### src/hw/rtl/frrs_div.sv
// ----------------------------------------------------------------------------
// frrs_div
// Restoring divider of a wide value by a narrow divisor, one bit a cycle.
// ----------------------------------------------------------------------------
module frrs_div #(
   parameter int W  = 24,
   parameter int DW = 3
) (
   input  logic          clock,
   input  logic          reset,
   input  logic          start,
   input  logic [W-1:0]  num,
   input  logic [DW-1:0] den,
   output logic          busy,
   output logic [W-1:0]  quot
);

   localparam int CNTW = $clog2(W + 1);

   logic [CNTW-1:0] cnt_ff, cnt_in;
   logic [W-1:0]    quot_ff, quot_in;
   logic [DW-1:0]   rem_ff, rem_in;
   logic [DW:0]     shifted;

   always_comb begin
      cnt_in  = cnt_ff;
      quot_in = quot_ff;
      rem_in  = rem_ff;
      shifted = {rem_ff, quot_ff[W-1]};
      if (start) begin
         cnt_in  = CNTW'(W);
         quot_in = num;
         rem_in  = '0;
      end else if (cnt_ff != '0) begin
         cnt_in = cnt_ff - 1'b1;
         if (shifted >= {1'b0, den}) begin
            rem_in  = DW'(shifted - {1'b0, den});
            quot_in = {quot_ff[W-2:0], 1'b1};
         end else begin
            rem_in  = shifted[DW-1:0];
            quot_in = {quot_ff[W-2:0], 1'b0};
         end
      end
   end

   always_ff @(posedge clock) begin
      if (reset) begin
         cnt_ff <= '0;
      end else begin
         cnt_ff <= cnt_in;
      end
      quot_ff <= quot_in;
      rem_ff  <= rem_in;
   end

   assign busy = (cnt_ff != '0);
   assign quot = quot_ff;

endmodule

### config.mk
export PLATFORM = sky130hd
export DESIGN_NAME = frrs_div
export DESIGN_NICKNAME = d
export VERILOG_FILES = /design/src/hw/rtl/frrs_div.sv
export SDC_FILE = /design/constraint.sdc
export NUM_CORES = 1
export LEC_CHECK = 0
export BUFFER_PORTS_ARGS = -buffer_cell sky130_fd_sc_hd__clkbuf_2
export CORE_MARGIN = 2
export CORE_UTILIZATION = 52
export CTS_CLUSTER_SIZE = 10
export DETAILED_ROUTE_END_ITERATION = 10
export PLACE_DENSITY_LB_ADDON = 0.15
export SKIP_LAST_GASP = 1
export SLEW_MARGIN = 20
export SYNTH_ARGS = -nofsm -noshare
export SYNTH_HDL_FRONTEND = slang
export SYNTH_SLANG_ARGS = --single-unit
### constraint.sdc
create_clock -name clock -period 4.4 [get_ports clock]
set_clock_uncertainty 0.1 [all_clocks]
set_input_delay 0.88 -clock clock [delete_from_list [all_inputs] [get_ports clock]]
set_output_delay 0.88 -clock clock [all_outputs]
set_load 0.02 [all_outputs]
Word-level counts from Yosys, hierarchy flattened
Index checks and enable logic that the tools add are counted.
Storage, ports and cells
  logic and storage cells: 16
  input bits: 30
  register bits: 32
  output and inout port bits: 25
Cells by class
  magnitude comparators: 1
  add/sub/neg operators: 2
  reductions and logical operators: 3
  muxes and demuxes: 6
Operators by type and width (count)
  $mux 24: 2
  $mux 5: 2
  $reduce_bool 5->1: 1
  $sub 5x1->5 const B: 1
  $ge 4x3->1: 1
  $mux 3: 1
  $sub 3x3->3: 1
  $reduce_bool 2->1: 1
  $reduce_or 2->1: 1
  $mux 1: 1

Depth between registers and ports, before layout
  depth after elaboration: 4
  depth in mapped cells: 7
  mapped depth without buffers: 7

Least setup slack after synthesis
No wires, ideal clock.
  path type: in2reg
  from: input port den[2]
  to: register quot_ff[0] (netlist: quot[0]), data pin
  arrival time: 1.982 ns
  slack: 2.058 ns
  required time: 4.040 ns
  setup time: 0.260 ns
  path buffers: 0
  cell stages on the path: 5
  cell sequence: inv_1 -> ha_1 -> nor2b_1 -> or3_4 -> mux2_2
Between the ends
  word-level cells in the longest chain between the ends: 4
Ends and longest elaborated chain
  from (decl): RTL line 13  | input logic [DW-1:0] den,
  $ge 4x3->1: RTL line 36  | if (shifted >= {1'b0, den}) begin
  $mux 1: RTL line 36
  $mux 24: RTL line 34  | end else if (cnt_ff != '0) begin
  $mux 24: RTL line 30  | if (start) begin
  net quot_in[0]: RTL line 21  | logic [W-1:0] quot_ff, quot_in;
  to (signal assigned): RTL line 52  | quot_ff <= quot_in;
  to (decl): RTL line 21
The timed path passes the listed nets, and every way through them passes these cells. The select of a mux whose other input is x is not followed.
A chain may end at the register's enable or synchronous reset.

Worst setup path in the final report
  from: register cnt_ff[0]
  to: output port busy
Between the ends
  word-level cells in the longest chain between the ends: 1
Ends and longest elaborated chain
  from (decl): RTL line 20  | logic [CNTW-1:0] cnt_ff, cnt_in;
  from (signal assigned): RTL line 50  | cnt_ff <= cnt_in;
  $reduce_bool 5->1: RTL line 56  | assign busy = (cnt_ff != '0);
  to (decl): RTL line 14  | output logic busy,
No other way between the ends.

==> results by group <==
Timing
  – Crit path time final: approximately 2.7 ns
  – Max transition margin: a little under two fifths
  – Worst-margin pin slew: 0.946 ns
  – Final Hold Fails: 0
  – Final period utilization: around three fifths
  – Slew Limit Fails: 0
  – Setup TNS: 0 ns
  – RSZ-0062 raised after global routing: no
  – F_max: roughly 370 MHz
  – Final Setup Violations: 0

Clocking
  – CTS buffer count: 5
  – Post-CTS Setup Inserts: 0
  – CTS tree: done
  – CTS Hold Bufs: 0
  – Resized cells post-CTS: 0
  – Worst-skew pair later-pin latency: about 0.33 ns
  – H-tree levels: 2
  – Clock Tree Buf Depth: 2
  – Reg clk slew, reported paths: approximately 0.09 ns
  – CTS sink cnt: 32
  – Clock Tree Root: clkbuf_4

Worst setup path
  – Arrival @ worst endpoint: approximately 1.7 ns
  – Critical path startpoint category: flop
  – Crit-path max FO: 8
  – Critical path, cell by cell: inv_1 > ha_1 > nand2b_4 > nor3_4 > inv_1 > clkbuf_2
  – Cell mode on critical path: inv_1
  – Data required, critical path: about 3.4 ns
  – R2r setup slk: approximately 2.2 ns
  – Critical-path top delay cell: dfxtp_1
  – CP Class: reg2out
  – Crit-path max cell delay: 0.31 ns
  – Crit end category: output pin

Synth
  – Cell Area, Synth: about 1500 sq um
  – Syn_nets: between 100 and 150
  – Seq/Total Area, Yosys: between 50% and 60%
  – Post-Syn Instances: approximately 100
  – Synth Flop Type: edfxtp_1
  – Netlist cell types: 27
  – Flops & latches, synth: 32
  – Asr flop ratio synth: 0%
  – Syn avg cell area: between 10 and 15 sq um
  – Ys Warns: 0
  – Post-synth EDFFs: 24

Final layout
  – Leading cell type in the layout, fill and taps excluded: clkbuf_2
  – Finished Core Util: 67.1%
  – Final #Nets: between 150 and 200
  – Fillers: 216
  – Area growth, synth to finish: 23.4%
  – Diode count: 0
  – Most frequent cells in the layout: clkbuf_2 (54), mux2_2 (24), edfxtp_1 (24), inv_1 (8), dfxtp_1 (8)
  – Reg area: roughly 900 sq um
  – Share of layout cells above drive strength 1: between 50% and 60%
  – Multi-input gate area: roughly 560 sq um

GRT
  – First-pass GRT wire length: roughly 4400 um
  – GRT Util Overall: a little under a fifth
  – GRT overflow: 0
  – Vias in the first global route: 1025
  – Initial antenna violation count: 0
  – Largest net degree at the start of global routing: 32

Job
  – Maxcap violations: 0

Placement
  – GPL Wtd Cong: about 0.80
  – Post-DP HPWL: 1940 um
  – Count of buffers from port buffering: 54

Min path
  – Worst min path class: reg2reg

Power
  – Leak Pwr: approximately 0.8 nW
  – Max IR drop VDD: ~350 uV
  – Power Density: 484 nW/um^2

Detailed routing
  – DR DRC count: 0
  – Post-DR vias/cell: between 5 and 6
  – DR vias: approximately 1000
  – DRT antenna net count: 0
  – Drt total wl: between 2000 and 3000 um
  – Initial DRT Pass Iterations: 4
  – DRT iter0 DRCs: 48
  – DR WL/cell: 13.3 um

Die
  – Die height: 57.5 um
  – Core Region: approximately 2700 sq um
  – Initial Util: ~54%
  – Die area: roughly 3300 sq um
  – Rows: 19
  – Die span in x: around 57 um
  – I/O pins: 55

Outcome
  – Status: finished, final reports clean
-- through the flow --
step           hold slack [ns]  total power, W  area (sq um)  cells  worst slack (ns)
3_5_place_dp             0.362        0.000744          1780    186              1.53
4_1_cts                  0.375        0.000899          1830    194              1.70
5_1_grt                  0.402        0.000948          1830    194              1.62
2_1_floorplan            0.337        0.000654          1490    104              2.06
6_report                 0.375        0.000889          1830    194              1.72
3_3_place_gp             0.351        0.000734          1780    186              1.58
-- worst max-delay path, delay by kind of cell, from the launching register on --
kind	cells	cell delay (ns)
buffers and inverters	3	0.49
and+or+nand+nor	2	0.35
DFF	1	0.31
adders and majority gates	1	0.23
-- sequential cells by signal (all words and copies together) (netlist names) --
signal	flops
rem_ff	3
cnt_ff	5
quot	24
-- per-layer routing --
metal / GRT usage [%] / wire (um)
met4: 11.0 / 72
met2: 28.2 / 1180
met5: 0 / 0
met3: 7.48 / 241
met1: 21.1 / 1080
-- cells by family after synthesis --
| logic type | after synthesis | synth area share (%) |
|---|---|---|
| and+or+nand+nor | 19 | 9.43 |
| muxes | 24 | 18.2 |
| AOI/OAI and AO/OA | 11 | 4.46 |
| adders and majority gates | 5 | 4.71 |
| xor gates and xnor gates | 2 | 1.18 |
| DFF | 32 | 59.3 |
| buffers and inverters | 11 | 2.78 |
-- final cells by class --
| type | count | share of cell area (%) |
|---|---|---|
| multi-input combinational | 61 | 30.8 |
| clock inverter | 1 | 0.273 |
| timing repair buffer | 54 | 14.7 |
| inverter | 8 | 1.64 |
| clock buffer | 7 | 2.46 |
| sequential | 32 | 48.0 |
| tap | 31 | 2.11 |
-- path summary, 6_finish.rpt --
path | from | to | cells after the start
min | rem_ff[2] | rem_ff[2] | 2
max | cnt_ff[0] | busy | 6
max reg2reg | cnt_ff[0] | quot[18] | 5
min reg2reg | rem_ff[2] | rem_ff[2] | 2
-- cell usage after synthesis (2+ instances only) --
library cell | instances | area [sq um]
or3_1 | 2 | 12.5
xnor2_1 | 2 | 17.5
inv_1 | 8 | 30.0
nor2_1 | 2 | 7.51
dfxtp_1 | 8 | 160
edfxtp_1 | 24 | 721
nor2b_1 | 2 | 12.5
nand2_1 | 3 | 11.3
mux2_2 | 24 | 270
o211ai_1 | 2 | 15.0
buf_1 | 2 | 7.51
ha_1 | 4 | 50.1
nor3_1 | 2 | 10.0
a21oi_1 | 6 | 30.0
-- report_power, final --
| part | leakage (nW) | switching, W | internal (W) |
|---|---|---|---|
| clock | 0.0293 | 0.0000916 | 0.0000622 |
| combinational | 0.460 | 0.000163 | 0.000134 |
| sequential | 0.315 | 0.0000364 | 0.000402 |
| total | 0.804 | 0.000291 | 0.000597 |
Power figures use the tool's default switching activity.
